**src/rtl/core/tha_pkg.sv**
```systemverilog
// Shared types and constants of the turn/hazard lamp arbiter and flasher.
`default_nettype none

package tha_pkg;

    // Lamp codes, also the bit positions of the drive word.
    localparam logic [2:0] LAMP_LEFT   = 3'd0;
    localparam logic [2:0] LAMP_RIGHT  = 3'd1;
    localparam logic [2:0] LAMP_HAZARD = 3'd2;
    localparam logic [2:0] LAMP_PARK   = 3'd3;
    localparam logic [2:0] LAMP_HEAD   = 3'd4;

    localparam logic [1:0] ACT_ON     = 2'd0;
    localparam logic [1:0] ACT_OFF    = 2'd1;
    localparam logic [1:0] ACT_TOGGLE = 2'd2;
    localparam logic [1:0] ACT_UNUSED = 2'd3;

    localparam logic OP_LAMP = 1'b0;
    localparam logic OP_TICK = 1'b1;

    localparam logic KIND_STATUS = 1'b0;
    localparam logic KIND_DRIVE  = 1'b1;

    localparam logic [1:0] REM_NONE  = 2'd0;
    localparam logic [1:0] REM_LEFT  = 2'd1;
    localparam logic [1:0] REM_RIGHT = 2'd2;

    localparam logic CFG_BLINK_ON  = 1'b0;
    localparam logic CFG_BLINK_OFF = 1'b1;

    localparam logic [15:0] BLINK_MS_RESET = 16'd500;

    localparam int MAX_RESULTS = 4;

    typedef struct packed {
        logic        opcode;
        logic [2:0]  lamp_select;
        logic [1:0]  lamp_action;
        logic [15:0] sequence_number;
        logic [31:0] time_now_ms;
    } t_in_word;

    typedef struct packed {
        logic       result_kind;
        logic [2:0] event_lamp;
        logic       event_lamp_on;
        logic [4:0] drive_bits;
        logic       last_result;
    } t_out_word;

    typedef enum logic [1:0] {
        CMD_TICK,
        CMD_HAZARD,
        CMD_IND,
        CMD_PLAIN
    } t_cmd_kind;

    // Classified command handed from the front to the back.
    typedef struct packed {
        t_cmd_kind   kind;
        logic [2:0]  lamp;
        logic [1:0]  act;
        logic [15:0] seq;
        logic [31:0] now;
    } t_cmd;

endpackage

`default_nettype wire

```
**src/rtl/core/tha_front.sv**
```systemverilog
// Input register and command classifier of the lamp arbiter.
`default_nettype none

module tha_front (
    input  wire logic              i_clk,
    input  wire logic              i_rst_n,
    input  wire logic              i_valid,
    input  wire tha_pkg::t_in_word i_word,
    output logic                   o_stall,
    output logic                   o_push,
    output tha_pkg::t_cmd          o_cmd,
    input  wire logic              i_full
);
    import tha_pkg::*;

    logic   r_valid;
    t_cmd   r_cmd;
    t_cmd   n_cmd;
    logic   n_keep;
    logic   take;

    assign o_push  = r_valid && !i_full;
    assign o_stall = r_valid && i_full;
    assign o_cmd   = r_cmd;
    assign take    = i_valid && !o_stall;

    // Classify; drop unknown selectors, and undefined actions on indicator and plain lamps, right here.
    always_comb begin
        n_cmd.lamp = i_word.lamp_select;
        n_cmd.act  = i_word.lamp_action;
        n_cmd.seq  = i_word.sequence_number;
        n_cmd.now  = i_word.time_now_ms;
        n_cmd.kind = CMD_TICK;
        n_keep     = 1'b0;
        if (i_word.opcode == OP_TICK) begin
            n_keep = 1'b1;
        end else if (i_word.lamp_select == LAMP_HAZARD) begin
            n_cmd.kind = CMD_HAZARD;
            n_keep     = 1'b1;
        end else if (i_word.lamp_select == LAMP_LEFT || i_word.lamp_select == LAMP_RIGHT) begin
            n_cmd.kind = CMD_IND;
            n_keep     = i_word.lamp_action != ACT_UNUSED;
        end else if (i_word.lamp_select == LAMP_PARK || i_word.lamp_select == LAMP_HEAD) begin
            n_cmd.kind = CMD_PLAIN;
            n_keep     = i_word.lamp_action != ACT_UNUSED;
        end
    end

    always_ff @(posedge i_clk) begin
        if (!i_rst_n) begin
            r_valid <= 1'b0;
        end else if (!r_valid || o_push) begin
            r_valid <= take && n_keep;
        end
        if (!r_valid || o_push) begin
            r_cmd <= n_cmd;
        end
    end

endmodule

`default_nettype wire

```
**src/rtl/core/tha_queue.sv**
```systemverilog
// Short command queue between the front and the back of the lamp arbiter.
`default_nettype none

module tha_queue #(
    parameter int P_DEPTH = 2
) (
    input  wire logic          i_clk,
    input  wire logic          i_rst_n,
    input  wire logic          i_push,
    input  wire tha_pkg::t_cmd i_cmd,
    output logic               o_full,
    input  wire logic          i_pop,
    output logic               o_valid,
    output tha_pkg::t_cmd      o_cmd
);
    import tha_pkg::*;

    localparam int PW = (P_DEPTH > 1) ? $clog2(P_DEPTH) : 1;
    localparam int CW = $clog2(P_DEPTH + 1);

    t_cmd          r_mem [P_DEPTH];
    logic [PW-1:0] r_wr;
    logic [PW-1:0] r_rd;
    logic [CW-1:0] r_cnt;
    logic          do_push;
    logic          do_pop;

    function automatic logic [PW-1:0] ptr_next(input logic [PW-1:0] p);
        if (p == PW'(P_DEPTH - 1)) begin
            return '0;
        end
        return p + PW'(1);
    endfunction

    assign o_full  = r_cnt == CW'(P_DEPTH);
    assign o_valid = r_cnt != '0;
    assign o_cmd   = r_mem[r_rd];
    assign do_push = i_push && !o_full;
    assign do_pop  = i_pop && o_valid;

    always_ff @(posedge i_clk) begin
        if (!i_rst_n) begin
            r_wr  <= '0;
            r_rd  <= '0;
            r_cnt <= '0;
        end else begin
            if (do_push) begin
                r_wr <= ptr_next(r_wr);
            end
            if (do_pop) begin
                r_rd <= ptr_next(r_rd);
            end
            if (do_push && !do_pop) begin
                r_cnt <= r_cnt + CW'(1);
            end else if (do_pop && !do_push) begin
                r_cnt <= r_cnt - CW'(1);
            end
        end
        if (do_push) begin
            r_mem[r_wr] <= i_cmd;
        end
    end

endmodule

`default_nettype wire

```
**src/rtl/core/tha_back.sv**
```systemverilog
// Lamp state, blink timers and result sequencing of the lamp arbiter.
`default_nettype none

module tha_back (
    input  wire logic               i_clk,
    input  wire logic               i_rst_n,
    input  wire logic               i_cfg_we,
    input  wire logic               i_cfg_index,
    input  wire logic [15:0]        i_cfg_data,
    input  wire logic               i_q_valid,
    input  wire tha_pkg::t_cmd      i_q_cmd,
    output logic                    o_q_pop,
    output logic                    o_valid,
    output tha_pkg::t_out_word      o_word,
    input  wire logic               i_stall
);
    import tha_pkg::*;

    localparam int RW = $clog2(MAX_RESULTS + 1);
    localparam int IW = $clog2(MAX_RESULTS);

    typedef struct packed {
        logic        active;
        logic        phase;
        logic [31:0] start;
    } t_blink;

    logic [4:0]  r_lamp;
    logic [4:0]  n_lamp;
    logic [15:0] r_haz_seq;
    logic [15:0] n_haz_seq;
    logic [1:0]  r_rem;
    logic [1:0]  n_rem;
    t_blink      r_blink [3];
    t_blink      n_blink [3];
    logic [15:0] r_on_ms;
    logic [15:0] r_off_ms;

    t_out_word   r_res [MAX_RESULTS];
    t_out_word   n_res [MAX_RESULTS];
    logic [RW-1:0] r_left;
    logic [RW-1:0] n_cnt;
    logic [IW-1:0] r_idx;

    logic        take;
    logic        buf_free;
    logic [4:0]  drive;
    logic        ind;
    logic        eff_on;
    logic [IW-1:0] slot;

    function automatic t_out_word status(input logic [2:0] lamp, input logic on);
        t_out_word w;
        w               = '0;
        w.result_kind   = KIND_STATUS;
        w.event_lamp    = lamp;
        w.event_lamp_on = on;
        return w;
    endfunction

    // Start a stopped timer lit; flip the phase once its length has run out.
    function automatic t_blink blink_step(input t_blink b, input logic [31:0] now,
                                          input logic [15:0] on_ms,
                                          input logic [15:0] off_ms);
        t_blink      nb;
        logic [31:0] period;
        nb     = b;
        period = {16'd0, (b.phase ? on_ms : off_ms)};
        if (!b.active) begin
            nb.active = 1'b1;
            nb.phase  = 1'b1;
            nb.start  = now;
        end else if ((now - b.start) >= period) begin
            nb.phase = !b.phase;
            nb.start = now;
        end
        return nb;
    endfunction

    assign o_valid  = r_left != '0;
    assign o_word   = r_res[r_idx];
    assign take     = o_valid && !i_stall;
    assign buf_free = (r_left == '0) || (r_left == RW'(1) && take);
    assign o_q_pop  = i_q_valid && buf_free;

    always_comb begin
        n_lamp    = r_lamp;
        n_haz_seq = r_haz_seq;
        n_rem     = r_rem;
        n_blink   = r_blink;
        n_cnt     = '0;
        drive     = '0;
        slot      = '0;
        ind       = i_q_cmd.lamp[0];
        eff_on    = 1'b0;
        for (int k = 0; k < MAX_RESULTS; k++) begin
            n_res[k] = '0;
        end
        if (o_q_pop) begin
            unique case (i_q_cmd.kind)
                CMD_TICK: begin
                    if (r_lamp[LAMP_HAZARD]) begin
                        n_blink[2] = blink_step(r_blink[2], i_q_cmd.now, r_on_ms, r_off_ms);
                        drive[2:0] = {3{n_blink[2].phase}};
                    end else begin
                        n_blink[2] = '0;
                        for (int i = 0; i < 2; i++) begin
                            if (r_lamp[i]) begin
                                n_blink[i] = blink_step(r_blink[i], i_q_cmd.now,
                                                        r_on_ms, r_off_ms);
                                drive[i]   = n_blink[i].phase;
                            end else begin
                                n_blink[i] = '0;
                            end
                        end
                    end
                    drive[4:3]           = r_lamp[4:3];
                    n_res[0].result_kind = KIND_DRIVE;
                    n_res[0].drive_bits  = drive;
                    n_cnt                = RW'(1);
                end
                CMD_HAZARD: begin
                    n_haz_seq = i_q_cmd.seq;
                    if (r_lamp[LAMP_HAZARD]) begin
                        // Hazard off: clear all three, then restore the remembered one.
                        n_lamp[2:0] = 3'b000;
                        n_res[0]    = status(LAMP_HAZARD, 1'b0);
                        n_res[1]    = status(LAMP_LEFT, 1'b0);
                        n_res[2]    = status(LAMP_RIGHT, 1'b0);
                        n_cnt       = RW'(3);
                        if (r_rem == REM_LEFT) begin
                            n_lamp[LAMP_LEFT] = 1'b1;
                            n_res[3]          = status(LAMP_LEFT, 1'b1);
                            n_cnt             = RW'(4);
                        end else if (r_rem == REM_RIGHT) begin
                            n_lamp[LAMP_RIGHT] = 1'b1;
                            n_res[3]           = status(LAMP_RIGHT, 1'b1);
                            n_cnt              = RW'(4);
                        end
                        n_rem = REM_NONE;
                    end else begin
                        n_lamp[LAMP_HAZARD] = 1'b1;
                        if (r_lamp[LAMP_LEFT]) begin
                            n_rem = REM_LEFT;
                        end else if (r_lamp[LAMP_RIGHT]) begin
                            n_rem = REM_RIGHT;
                        end else begin
                            n_rem = REM_NONE;
                        end
                        n_res[0] = status(LAMP_HAZARD, 1'b1);
                        n_cnt    = RW'(1);
                    end
                end
                CMD_IND: begin
                    // Drop on a repeated hazard sequence or while hazard is lit.
                    if (i_q_cmd.seq != r_haz_seq && !r_lamp[LAMP_HAZARD]) begin
                        eff_on = (i_q_cmd.act == ACT_ON) ||
                                 (i_q_cmd.act == ACT_TOGGLE && !r_lamp[ind]);
                        if (eff_on) begin
                            n_rem = ind ? REM_RIGHT : REM_LEFT;
                            if (r_lamp[!ind]) begin
                                n_lamp[!ind] = 1'b0;
                                n_res[0]     = status({2'b00, !ind}, 1'b0);
                                slot         = IW'(1);
                            end
                            n_lamp[ind] = 1'b1;
                            n_res[slot] = status({2'b00, ind}, 1'b1);
                            n_cnt       = RW'(slot) + RW'(1);
                        end else begin
                            if (r_rem == (ind ? REM_RIGHT : REM_LEFT)) begin
                                n_rem = REM_NONE;
                            end
                            n_lamp[ind] = 1'b0;
                            n_res[0]    = status({2'b00, ind}, 1'b0);
                            n_cnt       = RW'(1);
                        end
                    end
                end
                CMD_PLAIN: begin
                    eff_on = (i_q_cmd.act == ACT_TOGGLE) ? !r_lamp[i_q_cmd.lamp]
                                                         : (i_q_cmd.act == ACT_ON);
                    n_lamp[i_q_cmd.lamp] = eff_on;
                    n_res[0]             = status(i_q_cmd.lamp, eff_on);
                    n_cnt                = RW'(1);
                end
                default: begin
                end
            endcase
        end
        // Mark the final word of this command.
        for (int k = 0; k < MAX_RESULTS; k++) begin
            if (RW'(k) + RW'(1) == n_cnt) begin
                n_res[k].last_result = 1'b1;
            end
        end
    end

    always_ff @(posedge i_clk) begin
        if (!i_rst_n) begin
            r_lamp    <= '0;
            r_haz_seq <= '0;
            r_rem     <= REM_NONE;
            r_blink   <= '{default: '0};
            r_on_ms   <= BLINK_MS_RESET;
            r_off_ms  <= BLINK_MS_RESET;
            r_left    <= '0;
            r_idx     <= '0;
        end else begin
            if (i_cfg_we) begin
                if (i_cfg_index == CFG_BLINK_ON) begin
                    r_on_ms <= i_cfg_data;
                end else begin
                    r_off_ms <= i_cfg_data;
                end
            end
            r_lamp    <= n_lamp;
            r_haz_seq <= n_haz_seq;
            r_rem     <= n_rem;
            r_blink   <= n_blink;
            if (o_q_pop) begin
                r_left <= n_cnt;
                r_idx  <= '0;
            end else if (take) begin
                r_left <= r_left - RW'(1);
                r_idx  <= r_idx + IW'(1);
            end
        end
        if (o_q_pop) begin
            r_res <= n_res;
        end
    end

endmodule

`default_nettype wire

```
**src/rtl/core/turn_hazard_lamp_arbiter_flasher.sv**
```systemverilog
// Top level of the turn/hazard lamp arbiter and flasher.
//
// Input channel (i_valid, i_word, o_stall): one word is either a lamp
// command (left, right, hazard, park, head) or a millisecond timer tick.
// Output channel (o_valid, o_word, i_stall): status events for every lamp
// change, and one five-bit drive word per tick.
// Config port (i_cfg_we, i_cfg_index, i_cfg_data): index 0 sets the lit
// blink phase length, index 1 the dark phase length, both in ms.
//
// A command's input word passes the input register, the command queue and
// the result buffer before its first result word can leave. Then one result
// word leaves per cycle unless the receiver stalls: a tick yields one word, a
// command none to four (four for hazard off with a remembered indicator). The
// result buffer sets that pace and loads the next command as its last word goes.
// Front and back are split by a short command queue, so new words keep
// coming in while results wait on a stalled receiver; once queue and input
// register are full, o_stall rises.
// Reset (synchronous, active low) turns all lamps off, stops all blink
// timers, clears the hazard sequence and returns both phase lengths to 500.
`default_nettype none

module turn_hazard_lamp_arbiter_flasher #(
    parameter int P_QUEUE_DEPTH = 2
) (
    input  wire logic               i_clk,
    input  wire logic               i_rst_n,
    input  wire logic               i_valid,
    input  wire tha_pkg::t_in_word  i_word,
    output logic                    o_stall,
    output logic                    o_valid,
    output tha_pkg::t_out_word      o_word,
    input  wire logic               i_stall,
    input  wire logic               i_cfg_we,
    input  wire logic               i_cfg_index,
    input  wire logic [15:0]        i_cfg_data
);
    import tha_pkg::*;

    logic push;
    logic full;
    logic pop;
    logic q_valid;
    t_cmd front_cmd;
    t_cmd q_cmd;

    // Front: register and classify incoming words, drop unusable ones.
    tha_front u_front (
        .i_clk   (i_clk),
        .i_rst_n (i_rst_n),
        .i_valid (i_valid),
        .i_word  (i_word),
        .o_stall (o_stall),
        .o_push  (push),
        .o_cmd   (front_cmd),
        .i_full  (full)
    );

    // Decouple the two sides.
    tha_queue #(
        .P_DEPTH (P_QUEUE_DEPTH)
    ) u_queue (
        .i_clk   (i_clk),
        .i_rst_n (i_rst_n),
        .i_push  (push),
        .i_cmd   (front_cmd),
        .o_full  (full),
        .i_pop   (pop),
        .o_valid (q_valid),
        .o_cmd   (q_cmd)
    );

    // Back: apply commands to lamp state, advance blink timers, emit results.
    tha_back u_back (
        .i_clk       (i_clk),
        .i_rst_n     (i_rst_n),
        .i_cfg_we    (i_cfg_we),
        .i_cfg_index (i_cfg_index),
        .i_cfg_data  (i_cfg_data),
        .i_q_valid   (q_valid),
        .i_q_cmd     (q_cmd),
        .o_q_pop     (pop),
        .o_valid     (o_valid),
        .o_word      (o_word),
        .i_stall     (i_stall)
    );

endmodule

`default_nettype wire
```
**config.mk**
```make
export PLATFORM = sky130hd
export DESIGN_NAME = turn_hazard_lamp_arbiter_flasher
export DESIGN_NICKNAME = d
export VERILOG_FILES = /design/src/rtl/core/tha_pkg.sv /design/src/rtl/core/tha_front.sv /design/src/rtl/core/tha_queue.sv /design/src/rtl/core/tha_back.sv /design/src/rtl/core/turn_hazard_lamp_arbiter_flasher.sv
export SDC_FILE = /design/constraint.sdc
export NUM_CORES = 1
export LEC_CHECK = 0
export ABC_AREA = 1
export BUFFER_PORTS_ARGS = -buffer_cell sky130_fd_sc_hd__buf_4
export CAP_MARGIN = 10
export CORE_AREA = 8 8 225 227
export DETAILED_ROUTE_END_ITERATION = 7
export DIE_AREA = 0 0 233 235
export PLACE_DENSITY = 0.63
export SETUP_SLACK_MARGIN = 0.2
export SLEW_MARGIN = 15
export SYNTH_ARGS = -nofsm -noshare
export SYNTH_HDL_FRONTEND = slang
export SYNTH_HIERARCHICAL = 1
export SYNTH_SLANG_ARGS = --single-unit
```
**constraint.sdc**
```tcl
create_clock -name i_clk -period 5.3 [get_ports i_clk]
set_input_delay 0.53 -clock i_clk [delete_from_list [all_inputs] [get_ports i_clk]]
set_output_delay 0.53 -clock i_clk [all_outputs]
set_load 0.005 [all_outputs]
```
# ---- Word level (Yosys, flattened, before mapping)
# Memory sizes are Yosys's and may differ from the RTL's. A register that Yosys moved wholly into a read port is not among the register bits.
# Cells that the tools add are included.
dict set report op_classes {
  n_addsub 10
  n_lt_le_gt_ge 12
  eq_ne 25
  n_mux 112
  bitwise_logic 10
  reduce_logical 61
}
# operator count
set op_table {}
lappend op_table {{$mux 33} 7}
lappend op_table {{$mux 34} 3}
lappend op_table {{$mux 11} 9}
lappend op_table {{$ge 32x16->1} 3}
lappend op_table {{$sub 32x32->32} 3}
lappend op_table {{$pmux 33 s2} 1}
lappend op_table {{$mux 16} 3}
lappend op_table {{$bwmux 44} 1}
lappend op_table {{$mux 44} 1}
lappend op_table {{$mux 1} 36}
lappend op_table {{$mux 5} 7}
lappend op_table {{$mux 2} 17}
lappend op_table {{$mux 3} 8}
lappend op_table {{$bmux 11 s2} 1}
lappend op_table {{$demux 11 s2} 1}
lappend op_table {{$pmux 5 s4} 1}
lappend op_table {{$mux 19} 1}
lappend op_table {{$pmux 3 s3} 2}
lappend op_table {{$logic_and 1x1->1} 17}
lappend op_table {{$mux 8} 2}
lappend op_table {{$ne 16x16->1} 1}
lappend op_table {{$reduce_and 4->1} 4}
lappend op_table {{$logic_not 1->1} 13}
lappend op_table {{$pmux 4 s3} 1}
lappend op_table {{other kinds (45)} 87}
dict set report word_totals {
  ff_bits 266
  mem_bits_rw 110
  output_inout_bits 13
  wordCells 279
  mem_count 1
}
# name depth width read_ports rd_clocked_by_memory_dff write_ports line_no
set memory_table {}
lappend memory_table {u_queue.r_mem 2 55 1 1 1 tha_queue.sv:21} ;# t_cmd r_mem [P_DEPTH];

# ---- Longest topological paths before layout
dict set report logic_depth {
  ltp_word 18
  depth_mapped 29
  depth_no_buf 27
}

# ---- Modules after synthesis
# Netlist, hierarchy kept.
# module instances cells_each area_each_um2
set by_module_without_submodules {}
lappend by_module_without_submodules {tha_back 1 2891 16951.3}
lappend by_module_without_submodules {tha_queue 1 208 4466.8}
lappend by_module_without_submodules {tha_front 1 78 1781.7}

# ---- Worst setup path before layout
# Ideal clock, no wire load.
dict set report synth_timing {
  kind {register to register}
  from {register (tool-made name)}
  to {register u_back/r_res[34] (netlist bit), data pin}
  setup_time_ps 255
  t_arrival_ps 3486
  required_ps 5045
  slack_ps 1559
  path_stages_with_launch 28
  path_buffers 2
  synth_period_minus_slack_ps 3741
  cell_sequence {dfxtp_1 > buf_6 > buf_12 > mux2_4 > inv_1 > ha_1 > inv_1 > fa_1 > nand2_1 > a21oi_2 > nand2_1 > nand2_1 > nand2_1 > nand2_2 > xor2_1 > ha_1 > nand2_1 > nor2_1 > a211oi_1 > nand3_1 > nor2_1 > nand2_1 > nor2_4 > nand2_1 > nand2_1 > nand3_1 > nand3_1 > nand2_1}
}
# element line_no
set synth_rtl {}
lappend synth_rtl {{end signal: assignment} tha_back.sv:229} ;# r_res <= n_res;
lappend synth_rtl {{end: declaration} tha_back.sv:39} ;# t_out_word r_res [MAX_RESULTS];

==> run metrics <==
outcome=completed; Final setup violation count=0; average via count per standard cell=5.20; number of hold-repair buffers added at the cts stage=0; P_int=6.23 mW; power density over the cells=406 nW/um2; largest clock skew in the final design=0.0517 ns; number of resized instances in the post-cts repair step=0; DP Wirelength=52.3 mm; Primary FF master, synth=sky130_fd_sc_hd__edfxtp_1; number of primary I/O pins=89; cts bufs inserted=40; die height=235 um; count of mapped cells out of synthesis=3177; worst hold path class=primary input to register; Switching Share=40.1%; Critical Path End Type=register; Storage cell area=8890 um2; most common cell after layout, fill and taps aside=sky130_fd_sc_hd__nand2_1; final worst path period share=86.2%; Chip Width=233 um; Antenna Nets Post-Route=0; Achievable Freq=0.219 GHz; YS warnings=6; Post-Syn Area=23200 um2; number of placement rows=80; ratio of cells with drive above 1 in the final layout=9.24%; type of origin of the critical path=register; clock slew at the register clock pins of the worst setup and hold paths=0.06 ns; All-Layer GR Usage=24.0%; floorplan die area=54800 um2; Slew HR=25.8%; setup TNS after final layout=0 ns; maximum fanout encountered on the critical timing path=32; DRC Markers=0; sequential fraction of the synthesis area=38.3%; number of global-route vias before repair=19.1k; setup repair after global routing missed its margin=no; initial drt markers=1476; cell type contributing the most total cell area after synthesis=sky130_fd_sc_hd__edfxtp_1; overall via count from detail_route=20.2k; Port Buffer Count=88; footprint of the multi-input gates=11800 um2; Worst EP arrival=5.02 ns; largest net degree at the start of global routing=66; insertion delay to the later sink of the worst-skew pair=0.58 ns; routed wire length per instance=17.3 um; routed wire length=67.2 mm; synthesized area per cell=7.30 um2; number of sinks driven by the clock tree=352; area added between synthesis and finish=10.6%; proportion of netlist area held by the largest area contributor=23.8%; CP Class=register to register; length of the first detailed-routing pass in iterations=6; register bit total from synthesis=352; CTS tree=yes; area post-placement=24300 um2; final hold violations=0; part of the total power dissipated in the clock network=26.2%; final global-route overflow total=0; # H-tree levels=2; share of flip-flops with an asynchronous set or reset=0%; number of fill cells=4579; sequential fraction of design power=31.9%; root buffer selected by CTS=sky130_fd_sc_hd__clkbuf_16; Net Switching=4.17 mW; initial antenna violation count=0; Finished Cell Area=25700 um2; first-pass GRT wire length=105 mm; leakage power=11.8 nW; Final Total Pwr=10.4 mW; number of buffers added for setup after CTS=0; EDFF count, synth=184; core region area=47100 um2; commonest cells after routing, fill and taps aside=1007 x sky130_fd_sc_hd__nand2_1, 531 x sky130_fd_sc_hd__inv_1, 220 x sky130_fd_sc_hd__nor2_1, 207 x sky130_fd_sc_hd__a21oi_1, 184 x sky130_fd_sc_hd__edfxtp_1; top cells by area, synth=sky130_fd_sc_hd__edfxtp_1 24%, sky130_fd_sc_hd__nand2_1 16%, sky130_fd_sc_hd__dfxtp_1 14%, sky130_fd_sc_hd__inv_1 8.6%, sky130_fd_sc_hd__ha_1 8.2%; Worst Tran Pin Value=1.11 ns; Maximum Capacitance Violations=0; weighted congestion at the end of routability-driven global placement=1.01; pins over their slew limit=0; core utilization of the finished layout=54.4%; Initial Util=49.2%; Required @ worst endpoint=5.75 ns; Final Net Count=3478; Final Critical Period=4.57 ns; IR Drop Worst-Case VDD=0.000299 V; maximum buffer depth of the clock tree=3; antenna diode count=0; Post-Synthesis Net Count=3408; post-synth cell types=52; Logic pwr share=41.9%
==> flip-flops by register name, indices dropped and copies added, names as in the netlist, named ones only <==
name	flops
u_back/r_on_ms	16
u_front/o_cmd	55
u_back/r_rem	2
u_back/r_res	19
u_front/r_valid	1
u_queue/r_wr	1
u_back/r_haz_seq	16
u_queue/r_mem	110
u_back/r_off_ms	16
u_queue/r_cnt	2
u_back/r_lamp	5
u_back/r_blink	102
u_back/r_idx	2
u_back/r_left	3
u_queue/r_rd	1
==> power by group through the flow <==
stage          Combinational [mW]  Clock, mW  Sequential, mW
2_1_floorplan                3.15          0            3.30
3_3_place_gp                 4.29          0            3.36
3_5_place_dp                 4.32          0            3.37
4_1_cts                      4.35       2.80            3.31
5_1_grt                      4.89       2.89            3.34
6_report                     4.36       2.73            3.31
==> worst max-delay path, cell delays in order (launching register included) <==
cell and delay (ns):
sky130_fd_sc_hd__dfxtp_4 0.51, sky130_fd_sc_hd__buf_4 0.34, sky130_fd_sc_hd__mux2_4 0.40, sky130_fd_sc_hd__ha_1 0.38, sky130_fd_sc_hd__nand2_1 0.13, sky130_fd_sc_hd__nor2_1 0.18, sky130_fd_sc_hd__inv_2 0.07, sky130_fd_sc_hd__nor2_2 0.12
sky130_fd_sc_hd__nand2_1 0.07, sky130_fd_sc_hd__nand2_1 0.11, sky130_fd_sc_hd__xor2_1 0.20, sky130_fd_sc_hd__ha_1 0.27, sky130_fd_sc_hd__nand2_1 0.09, sky130_fd_sc_hd__nor2_1 0.05, sky130_fd_sc_hd__a211oi_1 0.21, sky130_fd_sc_hd__nand2_1 0.08
sky130_fd_sc_hd__nor2_1 0.08, sky130_fd_sc_hd__nand2_1 0.06, sky130_fd_sc_hd__nor2_1 0.08, sky130_fd_sc_hd__nand2_1 0.06, sky130_fd_sc_hd__nor2_2 0.16, sky130_fd_sc_hd__nand4_2 0.13, sky130_fd_sc_hd__nand2_4 0.33, sky130_fd_sc_hd__nand2_1 0.10
sky130_fd_sc_hd__a21oi_1 0.15
==> layer usage <==
layer,up-vias,global-route usage (%),wire [um]
met5,-,0,0
met1,9338,32.7,30800
met3,94,2.71,3360
met4,0,7.49,1990
li1,10300,-,-
met2,544,39.4,31100
==> layout make-up <==
| cell class | instances | share of cell area (%) |
|---|---|---|
| clock buffer | 57 | 4.31 |
| clock inverter | 16 | 0.809 |
| inverter | 550 | 8.05 |
| multi-input combinational | 2196 | 46.0 |
| sequential | 352 | 34.7 |
| tap | 615 | 3.00 |
| timing repair buffer | 107 | 3.18 |
==> Yosys cell counts (6+ instances only) <==
| library cell | n |
|---|---|
| sky130_fd_sc_hd__nand2_2 | 16 |
| sky130_fd_sc_hd__buf_6 | 10 |
| sky130_fd_sc_hd__a21oi_2 | 9 |
| sky130_fd_sc_hd__o21a_1 | 7 |
| sky130_fd_sc_hd__edfxtp_1 | 184 |
| sky130_fd_sc_hd__nand2_1 | 1008 |
| sky130_fd_sc_hd__o211ai_1 | 7 |
| sky130_fd_sc_hd__xor2_1 | 46 |
| sky130_fd_sc_hd__mux2_4 | 50 |
| sky130_fd_sc_hd__and2_1 | 6 |
| sky130_fd_sc_hd__nand4_1 | 56 |
| sky130_fd_sc_hd__nor3_1 | 20 |
| sky130_fd_sc_hd__buf_2 | 12 |
| sky130_fd_sc_hd__nor2_1 | 223 |
| sky130_fd_sc_hd__a21oi_1 | 207 |
| sky130_fd_sc_hd__inv_1 | 532 |
| sky130_fd_sc_hd__nand3b_1 | 9 |
| sky130_fd_sc_hd__nor2_2 | 16 |
| sky130_fd_sc_hd__nand3_1 | 180 |
| sky130_fd_sc_hd__ha_1 | 152 |
| sky130_fd_sc_hd__xnor2_1 | 13 |
| sky130_fd_sc_hd__dfxtp_1 | 168 |
| sky130_fd_sc_hd__clkbuf_1 | 48 |
| sky130_fd_sc_hd__inv_2 | 16 |
| sky130_fd_sc_hd__o21ai_0 | 107 |
==> worst paths after layout <==
path                     endpoint              start  cells past startpoint  slack [ns]
min reg2reg  u_queue/r_mem[0][35]  u_front/o_cmd[35]                      0        0.44
max reg2reg    u_back/r_blink[71]           register                     24        0.73
max            u_back/r_blink[71]           register                     24        0.73
min             u_front/o_cmd[29]         i_word[29]                      1        0.12
==> stage by stage <==
| stage | setup slack (ns) | instances | hold slack, ns |
|---|---|---|---|
| floorplan | 1.56 | 3177 | 0.421 |
| finish | 0.731 | 3893 | 0.122 |
| global placement | 0.761 | 3819 | 0.423 |
| detailed placement | 0.716 | 3819 | 0.432 |
| CTS | 0.665 | 3892 | 0.0925 |
| global route | 0.333 | 3893 | 0.0940 |
==> cell families (layout without fill, tap and decap cells) <==
family	count (synthesis)	in the layout	share of synthesized area [%]
flops	352	352	38.3
simple gates	1566	1566	28.3
xor+xnor	59	59	2.23
compound gates	361	361	8.35
buf+inv	629	730	10.9
mux	55	55	3.48
fa+ha+maj	155	155	8.46
No activity file was read; power rests on OpenSTA's default activity.
